`src/grs_pkg.sv`:
```
// Shared types and constants for the grouped row statistics block.
package grs_pkg;

  // Field widths fixed by the item format
  localparam int MAP_W   = 6;
  localparam int SUM_W   = 28;
  localparam int SQ_W    = 43;
  localparam int CNT_W   = 13;
  localparam int VAL_W   = 16;
  localparam int VSQ_W   = 32;
  localparam int MEAN_W  = 16;
  localparam int VAR_W   = 32;

  // Index field spans
  localparam int ROW_SPAN = 1024;
  localparam int GRP_SPAN = 64;
  localparam int COL_SPAN = 4096;

  // Arithmetic unit widths
  localparam int MUL_W    = 28;
  localparam int PROD_W   = 56;
  localparam int QLO_W    = 28;
  localparam int QHI_W    = SQ_W - QLO_W;
  localparam int DVS_W    = 26;
  localparam int DIV_CW   = 6;
  localparam int DIV_STEPS = PROD_W;

  localparam logic [CNT_W-1:0]  CNT_MAX       = 13'd8191;
  localparam logic [MEAN_W-1:0] MEAN_POS_MAX  = 16'h7FFF;
  localparam logic [MEAN_W-1:0] MEAN_NEG_MIN  = 16'h8000;
  localparam logic [VAR_W-1:0]  VAR_MAX       = 32'hFFFF_FFFF;

  typedef enum logic [1:0] {
    MODE_ASSIGN = 2'd0,
    MODE_ENTRY  = 2'd1,
    MODE_READ   = 2'd2,
    MODE_CLEAR  = 2'd3
  } mode_t;

  typedef enum logic [1:0] {
    MUL_SQ  = 2'd0,
    MUL_LO  = 2'd1,
    MUL_HI  = 2'd2,
    MUL_DEN = 2'd3
  } mul_op_t;

  typedef struct packed {
    mode_t              mode;
    logic [9:0]         row;
    logic [11:0]        column;
    logic [5:0]         group;
    logic signed [15:0] value;
  } in_item_t;

  typedef struct packed {
    logic signed [27:0] group_sum;
    logic signed [15:0] group_mean;
    logic [31:0]        group_variance;
    logic [12:0]        group_size;
  } out_item_t;

  typedef struct packed {
    logic [SQ_W-1:0]  sq;
    logic [SUM_W-1:0] sum;
  } store_word_t;

  typedef struct packed {
    logic    latch;
    logic    map_wr;
    logic    map_rd;
    logic    cnt_rd;
    logic    cnt_inc;
    logic    clr_wr;
    logic    ent_rd;
    logic    ent_wr;
    logic    rd_rd;
    logic    stats_ld;
    logic    mul_en;
    mul_op_t mul_op;
    logic    num_ld;
    logic    div_start;
    logic    div_var;
    logic    mean_ld;
    logic    var_ld;
    logic    out_ld;
  } cmd_t;

  typedef struct packed {
    mode_t in_mode;
    logic  in_ok;
    logic  clear_last;
    logic  div_done;
  } status_t;

endpackage

```
`src/grs_ctrl.sv`:
```
// Sequencer for the grouped row statistics block.
module grs_ctrl import grs_pkg::*; (
  input  logic    clk,
  input  logic    rst_n,
  input  logic    in_valid,
  output logic    in_stall,
  output logic    out_valid,
  input  logic    out_stall,
  input  status_t status,
  output cmd_t    cmd
);

  typedef enum logic [15:0] {
    ST_IDLE   = 16'h0001,
    ST_CLEAR  = 16'h0002,
    ST_A_RD   = 16'h0004,
    ST_A_WR   = 16'h0008,
    ST_E_MAP  = 16'h0010,
    ST_E_RD   = 16'h0020,
    ST_E_WR   = 16'h0040,
    ST_R_RD   = 16'h0080,
    ST_R_LOAD = 16'h0100,
    ST_M_SQ   = 16'h0200,
    ST_M_LO   = 16'h0400,
    ST_M_HI   = 16'h0800,
    ST_M_DEN  = 16'h1000,
    ST_M_NUM  = 16'h2000,
    ST_D_MEAN = 16'h4000,
    ST_D_VAR  = 16'h8000
  } state_t;

  state_t state_r, state_nxt;
  logic   out_valid_r, out_valid_nxt;
  logic   out_pend_r, out_pend_nxt;

  assign in_stall  = (state_r != ST_IDLE) || out_pend_r;
  assign out_valid = out_valid_r;

  always_comb begin
    state_nxt     = state_r;
    cmd           = '0;
    out_valid_nxt = out_valid_r && out_stall;
    out_pend_nxt  = out_pend_r;
    // pending result waits for the output register
    if (out_pend_r && (!out_valid_r || !out_stall)) begin
      cmd.out_ld    = 1'b1;
      out_valid_nxt = 1'b1;
      out_pend_nxt  = 1'b0;
    end
    unique case (state_r)
      ST_IDLE: begin
        if (in_valid && !out_pend_r) begin
          cmd.latch = 1'b1;
          unique case (status.in_mode)
            MODE_ASSIGN: state_nxt = status.in_ok ? ST_A_RD : ST_IDLE;
            MODE_ENTRY:  state_nxt = status.in_ok ? ST_E_MAP : ST_IDLE;
            MODE_READ: begin
              if (status.in_ok) begin
                state_nxt = ST_R_RD;
              end else begin
                out_pend_nxt = 1'b1;
              end
            end
            MODE_CLEAR:  state_nxt = ST_CLEAR;
            default:     state_nxt = ST_IDLE;
          endcase
        end
      end
      ST_CLEAR: begin
        cmd.clr_wr = 1'b1;
        if (status.clear_last) begin
          state_nxt = ST_IDLE;
        end
      end
      ST_A_RD: begin
        cmd.map_wr = 1'b1;
        cmd.cnt_rd = 1'b1;
        state_nxt  = ST_A_WR;
      end
      ST_A_WR: begin
        cmd.cnt_inc = 1'b1;
        state_nxt   = ST_IDLE;
      end
      ST_E_MAP: begin
        cmd.map_rd = 1'b1;
        state_nxt  = ST_E_RD;
      end
      ST_E_RD: begin
        cmd.ent_rd = 1'b1;
        state_nxt  = ST_E_WR;
      end
      ST_E_WR: begin
        cmd.ent_wr = 1'b1;
        state_nxt  = ST_IDLE;
      end
      ST_R_RD: begin
        cmd.rd_rd  = 1'b1;
        cmd.cnt_rd = 1'b1;
        state_nxt  = ST_R_LOAD;
      end
      ST_R_LOAD: begin
        cmd.stats_ld = 1'b1;
        state_nxt    = ST_M_SQ;
      end
      ST_M_SQ: begin
        cmd.mul_en = 1'b1;
        cmd.mul_op = MUL_SQ;
        state_nxt  = ST_M_LO;
      end
      ST_M_LO: begin
        cmd.mul_en = 1'b1;
        cmd.mul_op = MUL_LO;
        state_nxt  = ST_M_HI;
      end
      ST_M_HI: begin
        cmd.mul_en = 1'b1;
        cmd.mul_op = MUL_HI;
        state_nxt  = ST_M_DEN;
      end
      ST_M_DEN: begin
        cmd.mul_en = 1'b1;
        cmd.mul_op = MUL_DEN;
        state_nxt  = ST_M_NUM;
      end
      ST_M_NUM: begin
        cmd.num_ld    = 1'b1;
        cmd.div_start = 1'b1;
        state_nxt     = ST_D_MEAN;
      end
      ST_D_MEAN: begin
        if (status.div_done) begin
          cmd.mean_ld   = 1'b1;
          cmd.div_start = 1'b1;
          cmd.div_var   = 1'b1;
          state_nxt     = ST_D_VAR;
        end
      end
      ST_D_VAR: begin
        if (status.div_done) begin
          cmd.var_ld   = 1'b1;
          out_pend_nxt = 1'b1;
          state_nxt    = ST_IDLE;
        end
      end
      default: state_nxt = ST_IDLE;
    endcase
  end

  always_ff @(posedge clk) begin
    if (!rst_n) begin
      state_r     <= ST_CLEAR;
      out_valid_r <= 1'b0;
      out_pend_r  <= 1'b0;
    end else begin
      state_r     <= state_nxt;
      out_valid_r <= out_valid_nxt;
      out_pend_r  <= out_pend_nxt;
    end
  end

endmodule

```
`config.mk`:
```
export PLATFORM = sky130hd
export DESIGN_NAME = grs_ctrl
export DESIGN_NICKNAME = d
export VERILOG_FILES = /design/src/grs_pkg.sv /design/src/grs_ctrl.sv
export SDC_FILE = /design/constraint.sdc
export NUM_CORES = 1
export LEC_CHECK = 0
export BUFFER_PORTS_ARGS = -buffer_cell sky130_fd_sc_hd__buf_2
export CAP_MARGIN = 10
export CORE_AREA = 2 2 49 51
export CTS_CLUSTER_DIAMETER = 120
export DETAILED_ROUTE_END_ITERATION = 16
export DIE_AREA = 0 0 51 53
export PLACE_DENSITY = 0.85
export REMOVE_ABC_BUFFERS = 1
export SLEW_MARGIN = 10
export SYNTH_ARGS = -nofsm -noshare
export SYNTH_HDL_FRONTEND = slang
export SYNTH_SLANG_ARGS = --single-unit
```
`constraint.sdc`:
```
create_clock -name clk -period 3.04 [get_ports clk]
set_input_delay 0.608 -clock clk [delete_from_list [all_inputs] [get_ports clk]]
set_output_delay 0.608 -clock clk [all_outputs]
set_load 0.05 [all_outputs]
```
==> flow_summary_export.csv, run 1 <==
group,metric,value,unit
outcome,status,"completed",
synth,yosys_register_bits,18,
cts,cts_tree,"done",
power,power.density,351,nW/um^2
critical_path,worstSetupEndpointType,"primary output",
power,switching_share,28.1,%
layout,drive_gt1_share,27.4,%
routing,drc,0,
critical_path,critPathMaxFanout,7,
synth,synth_warnings,0,
grt,grt_max_degree,11,
placement,port_buffers,29,
cts,clk_pin_slew,0.10,ns
cts,postCtsSetupBuffers,0,
layout,fillers,183,
synth,async_flop_share,0,%
critical_path,startpoint_type,"register",
placement,dp_cells,188,
die,num_io_pins,30,
layout,multi_input_area,751,um^2
cts,insertion_delay,0.29,ns
die,start_util,54.8,%
timing,slew_violations,0,
critical_path,crit_type,"reg2out",
flow_run,cap_violations,0,
routing,wl_met3,90,um
timing,setup_violations,0,
power,pwr-share-comb,17.2,%
timing,period_needed,2.79,ns
critical_path,crit_required,2.43,ns
synth,netlist_top_cells_area,"dfxtp_1 (31%), nor2_1 (6.7%), nor4_4 (5.4%)",
synth,syn_area,1180,um^2
die,rows,17,
timing,timing.final.crit_share,91.8,%
timing,maxSlewHeadroom,56.2,%
synth,netlist.area_leader.share,30.6,%
timing,rsz0062_at_grt,"no",
power,clock_power_share,30.8,%
die,fp.coreArea,2150,um^2
routing,ant_nets,0,
power,seqPwrFrac,51.9,%
cts,cts_root_buffer,"clkbuf_4",
layout,final-seq-area,360,um^2
placement,gp_congestion,0.921,
grt,grt_pass1_vias,1070,
synth,ys.flop_type,"dfxtp_1",
timing,fin_skew,0.00114,ns
synth,ys_seq_area_share,30.6,%
grt,gr-total-overflow,0,
min_path,hold_class,"in2reg",
routing,highest_layer,"met4",
cts,cts_buffers,3,
routing,dr.pass1.iters,4,
layout,layout.nets,174,
grt,grt_pass1_wl,4.27,mm
timing,worst_slew_pin_slew,0.652,ns
grt,antenna_found_initial,0,
power,leakage,0.000654,uW
synth,syn_area_per_cell,8.41,um^2
cts,cts_sinks,18,
power,internal-power,341,uW
layout,area_growth,14.7,%
layout,final_cells,192,
cts,cts.htree.levels,1,
power,vdd_ir_drop_max,0.261,mV
layout,final_core_util,62.8,%
synth,syn_inst,140,
routing,totalWireLength,2.52,mm
cts,clk_path_buf_depth,2,
synth,synth_area_leader_cell,"dfxtp_1",
power,p_switching,133,uW
routing,viasPerCell,5.68,
synth,synth_edf_count,0,
routing,dr.first_iter.drc_count,22,
die,dieArea,2700,um^2
routing,vias,1091,
routing,wl_per_cell,13.1,um
routing,m1WireLength,1.17,mm
die,dieHeight,53,um
die,die_w,51,um
critical_path,arrival,2.18,ns
timing,hold_violations,0,
layout,antenna_cells,0,
timing,fmax,358,MHz
grt,track_usage,20.6,%
timing,fin_setup_tns,0,ns
synth,ys_types,45,
placement,dp_hpwl,1.96,mm
routing,wl_met2,1.22,mm
-- power groups by stage --
| stage | sequential (uW) | clock (uW) | combinational (uW) |
|---|---|---|---|
| floorplan | 249 | 0 | 57.6 |
| global placement | 250 | 0 | 77.9 |
| detailed placement | 250 | 0 | 79.2 |
| CTS | 245 | 150 | 79.7 |
| global route | 247 | 160 | 88.2 |
| finish | 246 | 146 | 81.6 |
-- registers in the layout, indices dropped and copies added (netlist names) --
| register | flops |
|---|---|
| out_valid | 1 |
| out_pend_r | 1 |
| state_r | 16 |
-- critical path, stage by stage (launching register included) --
cell and delay (ns):
dfxtp_1 0.41, nor4_4 0.48, and3_1 0.34, nand2_1 0.08
nor3_1 0.26, buf_2 0.32
-- cell families (layout without fill, tap and decap cells) --
group           count (synthesis)  after routing  share of synthesized area, %
xor+xnor                        5              5                          3.72
compound gates                 16             16                          11.5
flops                          18             18                          30.6
simple gates                   86             86                          47.8
buf+inv                        15             39                          6.38
-- Yosys cell counts, types with 2 or more instances --
| cell type | n |
|---|---|
| and2_1 | 6 |
| nand4_1 | 2 |
| nand2_1 | 10 |
| nand3_1 | 3 |
| nor3_2 | 2 |
| inv_1 | 6 |
| xor2_1 | 4 |
| dfxtp_1 | 18 |
| nor4_4 | 3 |
| and3_1 | 5 |
| buf_2 | 6 |
| nor2b_1 | 2 |
| a21boi_1 | 2 |
| nor3_1 | 5 |
| nor4_1 | 4 |
| nand4b_1 | 5 |
| nor3b_1 | 2 |
| nand2b_1 | 2 |
| nor2_1 | 21 |
| nor4_2 | 2 |
| o21ai_1 | 2 |
| nor4b_1 | 5 |
-- worst paths after layout --
kind / startpoint / to / slack, ns / depth (start not counted)
max: state_r[4] / cmd[1] / 0.25 / 5
min: status[3] / state_r[2] / 0.51 / 2
max reg2reg: state_r[4] / state_r[7] / 1.02 / 5
min reg2reg: out_pend_r / out_valid / 0.55 / 2
-- layout make-up --
class	instances	share of cell area (%)
multi-input combinational	107	55.6
sequential	18	26.7
timing repair buffer	29	10.8
clock buffer	4	2.69
tap	28	2.60
inverter	6	1.67
-- metal layers --
layer  up-vias  global-route usage, %
li1        555                      -
met1       502                   24.9
met2        27                   36.4
met3         7                   2.82
met4         0                   8.56
met5         -                      0
-- timing repair --
action / 4_1_cts / 5_1_grt
setup endpoints to repair: 0 / 1
resized for setup: 0 / 1
hold buffers: 0 / 0
hold endpoints to repair: 0 / 0
-- through the flow --
step	hold WS (ns)	setup slack [ns]	power (uW)	area, um^2
after floorplan	0.493	-0.0622	307	1120
after global placement	0.528	0.648	327	1310
after detailed placement	0.527	0.575	329	1310
after CTS	0.510	0.229	474	1340
after global routing	0.503	0.0689	495	1350
final	0.512	0.250	474	1350
-- placed cells by master, fill, tap and decap left out, types with 2 or more instances in the layout --
master	synthesis	final
nor4b_1	5	5
a21boi_1	2	2
nor3_2	2	2
nand2_1	10	10
dfxtp_1	18	18
nand4b_1	5	5
clkbuf_4	0	3
buf_2	6	29
and3_1	5	5
nor4_4	3	4
nor2b_1	2	2
nand3_1	3	3
nor4_1	4	4
and2_1	6	6
inv_1	6	6
o21ai_1	2	2
nor3_1	5	5
xor2_1	4	4
nand2b_1	2	2
nor3b_1	2	2
nor2_1	21	21
nand4_1	2	2
(Power assumes the default switching activity.)
==> run 2: changes to the inputs <==
CELL_PAD_IN_SITES_DETAIL_PLACEMENT = 0   (was not set)
CELL_PAD_IN_SITES_GLOBAL_PLACEMENT = 1   (was not set)
CORE_AREA = 2 2 57 59   (was 2 2 49 51)
DIE_AREA = 0 0 59 61   (was 0 0 51 53)
PLACE_DENSITY = 0.84   (was 0.85)
SLEW_MARGIN = 20   (was 10)
clock period = 3.3 ns   (was 3.04 ns; I/O delays follow)
==> run 2 against run 1 <==
  * Flip-flop and latch count unchanged
  * Worst hold slack improved by 0.044 ns
  * Clock skew about the same
  * Wire length increased by 6.1%
  * Sequential power decreased by 8.1%
  * Global-route usage decreased by 5.0 points
  * Critical path depth unchanged
  * Largest cell class unchanged
  * Clock power decreased by 4%
  * Critical path type unchanged
==> flow_summary_export.csv, run 2 (same netlist as run 1, synthesis figures left out) <==
group,metric,value,unit
cts,cts_sinks,18,
die,num_io_pins,30,
min_path,min_to,"out_valid",
power,leakage,0.000653,uW
critical_path,critPathMaxFanout,7,
timing,fin_hold_ws,0.556,ns
routing,dr.first_iter.drc_count,41,
layout,antenna_cells,0,
die,rows,20,
timing,fmax,340,MHz
layout,layout.nets,174,
power,power.density,326,nW/um^2
die,dieArea,3600,um^2
min_path,holdCritStartpoint,"out_pend_r",
placement,gp_congestion,0.862,
timing,period_needed,2.94,ns
timing,timing.final.crit_share,89.1,%
timing,maxSlewHeadroom,57.6,%
die,start_util,39.9,%
timing,worst_slew_pin_slew,0.630,ns
cts,postCtsSetupBuffers,0,
layout,final_cell_mix,"buf_2 (29), nor2_1 (21), dfxtp_1 (18), nand2_1 (10)",
layout,largest_reg_flops,16,
placement,dp_hpwl,2.11,mm
grt,grt_pass1_vias,923,
cts,cts_tree,"done",
layout,largest-register,"state_r",
cts,clk_pin_slew,0.11,ns
die,dieHeight,61,um
cts,clk_path_buf_depth,2,
critical_path,r2r-start,"state_r[0]",
grt,antenna_found_initial,0,
critical_path,crit_type,"reg2out",
timing,fin_setup_tns,0,ns
cts,insertion_delay,0.30,ns
routing,drc,0,
routing,vias,1097,
timing,setup_violations,0,
layout,final_common_cell,"buf_2",
cts,cts_root_buffer,"clkbuf_4",
timing,hold_violations,0,
routing,ant_nets,0,
layout,area_growth,14.5,%
power,totalPowerFinal,439,uW
routing,dr.pass1.iters,8,
cts,post_cts_resized,0,
timing,fin_skew,0.000879,ns
routing,wl_per_cell,13.6,um
die,die_w,59,um
timing,slew_violations,0,
critical_path,r2r-end,"state_r[7]",
critical_path,worstRegToRegCells,5,
cts,cts_buffers,3,
critical_path,startpoint_type,"register",
min_path,hold_class,"reg2reg",
critical_path,ff2ff_setup_slack,1.23,ns
flow_run,cap_violations,0,
cts,hold_buffers,0,
layout,drive_gt1_share,27.4,%
routing,viasPerCell,5.57,
die,fp.coreArea,2950,um^2
routing,totalWireLength,2.68,mm
cts,cts.htree.levels,1,
timing,rsz0062_at_grt,"no",
layout,final_core_util,45.6,%
grt,track_usage,15.5,%
min_path,min_path_cells,2,
critical_path,worstSetupEndpointType,"primary output",
grt,grt_max_degree,11,
power,vdd_ir_drop_max,0.155,mV
critical_path,arrival,2.28,ns
critical_path,crit_required,2.64,ns
grt,grt_pass1_wl,4.20,mm
placement,port_buffers,29,
outcome,status,"completed",
grt,gr-total-overflow,0,
run 2: changes by cell type in the layout (fill, tap and decap cells not counted):
| cell | delta |
|---|---|
| nor4_4 | -1 |
| nor4_2 | +1 |
run 2: critical path, cell delays in order (launching register included):
cell,delay [ns]
dfxtp_1,0.39
nor4_2,0.57
and3_1,0.36
nand2_1,0.08
nor3_1,0.26
buf_2,0.32
run 2: worst max path at each step:
stage	end	depth (start not counted)	slack [ns]	startpoint
4_1_cts	cmd[1]	5	0.37	state_r[0]
5_1_grt	cmd[1]	5	0.25	state_r[0]
3_3_place_gp	cmd[1]	5	0.80	state_r[0]
3_5_place_dp	cmd[1]	5	0.72	state_r[0]
6_report	cmd[1]	5	0.36	state_r[0]
2_1_floorplan	cmd[14]	3	0.15	state_r[4]
run 2: cell type report:
type | count | area (um^2)
Clock buffer | 4 | 36.3
Fill cell | 314 | 1610
Inverter | 6 | 22.5
Multi-Input combinational cell | 107 | 742
Sequential cell | 18 | 360
Tap cell | 33 | 41.3
Timing Repair Buffer | 29 | 145
run 2: power by group:
part	internal [uW]	leakage (uW)	total, uW	switching [uW]
sequential	220	0.000146	226	5.24
combinational	25.3	0.000486	74.0	48.7
clock	67.3	0.0000210	140	72.7
run 2: metal layers:
| layer | track usage [%] | part of all wire (%) | vias to the layer above |
|---|---|---|---|
| li1 | - | - | 557 |
| met1 | 20.2 | 47 | 507 |
| met2 | 25.2 | 47 | 31 |
| met3 | 3.41 | 4.8 | 2 |
| met4 | 5.84 | 0.78 | 0 |
| met5 | 0 | 0 | - |
run 2: through the flow:
step,setup slack [ns],area [um^2],std cells
finish,0.358,1350,197
detailed placement,0.717,1310,193
CTS,0.367,1350,197
floorplan,0.146,1120,131
global placement,0.796,1310,193
global route,0.253,1350,197
==> run 3: changes to the inputs <==
REMOVE_ABC_BUFFERS = not set   (was 1)
==> run 3 against run 2 <==
  * Sequential power hardly changed
  * Register-to-register slack got worse by 0.04 ns
  * Flip-flop and latch count is the same
  * Maximum frequency increased by 0.12%
  * Worst hold slack got worse by 0.0030 ns
  * First-iteration DRC count rose by 15%
  * Cell count unchanged
  * Critical path type unchanged
==> flow_summary_export.csv, run 3 (same netlist as run 1, synthesis figures left out) <==
group,metric,value,unit
timing,timing.final.crit_share,89.0,%
critical_path,cp_slowest_cell,"nor4_2",
routing,viasPerCell,5.59,
critical_path,path_cells,"nor4_2 -> and3_1 -> nand2_1 -> nor3_1 -> buf_2",
critical_path,cp_top_family,"simple AND/OR/NAND/NOR gates",
timing,hold_violations,0,
layout,fillers,324,
timing,fmax,340,MHz
min_path,hold_class,"reg2reg",
critical_path,worstRegToRegCells,5,
routing,totalWireLength,2.81,mm
critical_path,cpPeakStageDelay,0.55,ns
timing,worst_slew_pin_slew,0.735,ns
cts,clk_pin_slew,0.11,ns
cts,cts_root_buffer,"clkbuf_4",
critical_path,cp-endpoint,"cmd[1]",
timing,fin_setup_tns,0,ns
timing,fin_skew,0.00852,ns
grt,antenna_found_initial,0,
grt,grt_pass1_vias,980,
critical_path,ff2ff_setup_slack,1.19,ns
flow_run,cap_violations,0,
layout,antenna_cells,0,
placement,pre_cts_slack,0.732,ns
timing,rsz0062_at_grt,"no",
critical_path,critPathLaunch,"state_r[0]",
die,rows,20,
die,fp.coreArea,2950,um^2
cts,postCtsSetupBuffers,0,
timing,slew_violations,0,
power,p_switching,128,uW
cts,insertion_delay,0.30,ns
power,totalPowerFinal,441,uW
die,num_io_pins,30,
placement,gp_congestion,0.913,
timing,worst_slack,0.362,ns
min_path,holdCritStartpoint,"out_pend_r",
die,start_util,39.9,%
cts,cts_tree,"done",
placement,port_buffers,29,
power,vdd_ir_drop_max,0.159,mV
grt,grt_max_degree,11,
placement,dp_hpwl,2.12,mm
die,dieHeight,61,um
power,seqPwrFrac,51.2,%
cts,cts_sinks,18,
grt,track_usage,16.2,%
power,pwr-share-comb,17.0,%
layout,drive_gt1_share,27.4,%
critical_path,startpoint_type,"register",
critical_path,critical_path_buf_inv_count,1,
critical_path,arrival,2.28,ns
critical_path,crit_cells,5,
grt,gr-total-overflow,0,
critical_path,crit_type,"reg2out",
critical_path,r2r-end,"state_r[7]",
cts,cts.htree.levels,1,
cts,hold_buffers,0,
routing,wl_per_cell,14.3,um
power,clock_power_share,31.8,%
outcome,status,"completed",
layout,layout.nets,174,
layout,largest_reg_flops,16,
timing,setup_violations,0,
critical_path,worstSetupEndpointType,"primary output",
routing,dr.pass1.iters,4,
critical_path,crit_required,2.64,ns
cts,clk_path_buf_depth,2,
layout,final-seq-area,360,um^2
power,leakage,0.000653,uW
routing,ant_nets,0,
routing,vias,1101,
layout,largest-register,"state_r",
power,switching_share,29.0,%
layout,multi_input_area,742,um^2
die,die_w,59,um
layout,area_growth,14.5,%
grt,grt_pass1_wl,4.40,mm
die,dieArea,3600,um^2
critical_path,critPathMaxFanout,7,
routing,dr.first_iter.drc_count,47,
placement,placed_area,1310,um^2
routing,drc,0,
layout,final_cell_mix,"buf_2 (29), nor2_1 (21), dfxtp_1 (18), nand2_1 (10)",
power,power.density,327,nW/um^2
timing,maxSlewHeadroom,50.5,%
timing,period_needed,2.94,ns
cts,cts_buffers,3,
layout,final_area,1350,um^2
power,internal-power,313,uW
synth,syn-num-nets,149,
layout,final_common_cell,"buf_2",
cts,post_cts_resized,0,
critical_path,r2r-start,"state_r[0]",
## run 3: cell counts in the layout (fill, tap and decap cells not counted)
No cell type changed its count.
## run 3: worst min path at each step
stage,endpoint,slack [ns],cells after the start
global placement,out_valid,0.52,2
floorplan,out_valid,0.49,2
CTS,out_valid,0.55,2
detailed placement,out_valid,0.53,2
finish,out_valid,0.55,2
global route,state_r[2],0.57,2
## run 3: worst min-delay path: stages, from the launching register on
cell     delay, ns
dfxtp_1       0.35
a21oi_1       0.12
nor2b_1       0.05
## run 3: layout make-up
cell class                 instances  share of cell area, %
multi-input combinational        107                   55.1
inverter                           6                   1.67
clock buffer                       4                   2.69
tap                               33                   3.06
sequential                        18                   26.7
timing repair buffer              29                   10.8
## run 3: per-layer routing
layer	part of all wire (%)	global-route usage, %	vias to the layer above
li1	-	-	554
met1	48	21.3	507
met2	46	26.0	35
met3	4.9	3.41	5
met4	1.5	6.82	0
met5	0	0	-
## run 3: power by group through the flow
stage / combinational (uW) / sequential [uW] / clock (uW)
floorplan: 54.5 / 229 / 0
global placement: 73.7 / 230 / 0
detailed placement: 74.4 / 230 / 0
CTS: 74.6 / 225 / 145
global route: 81.1 / 227 / 154
finish: 74.9 / 225 / 140
## run 3: metrics by stage
stage          hold WS, ns  instances  util (%)
2_1_floorplan        0.493        140         -
3_3_place_gp         0.524        193      44.4
3_5_place_dp         0.527        193      44.4
4_1_cts              0.552        197      45.6
5_1_grt              0.567        197      45.6
6_report             0.553        197      45.6
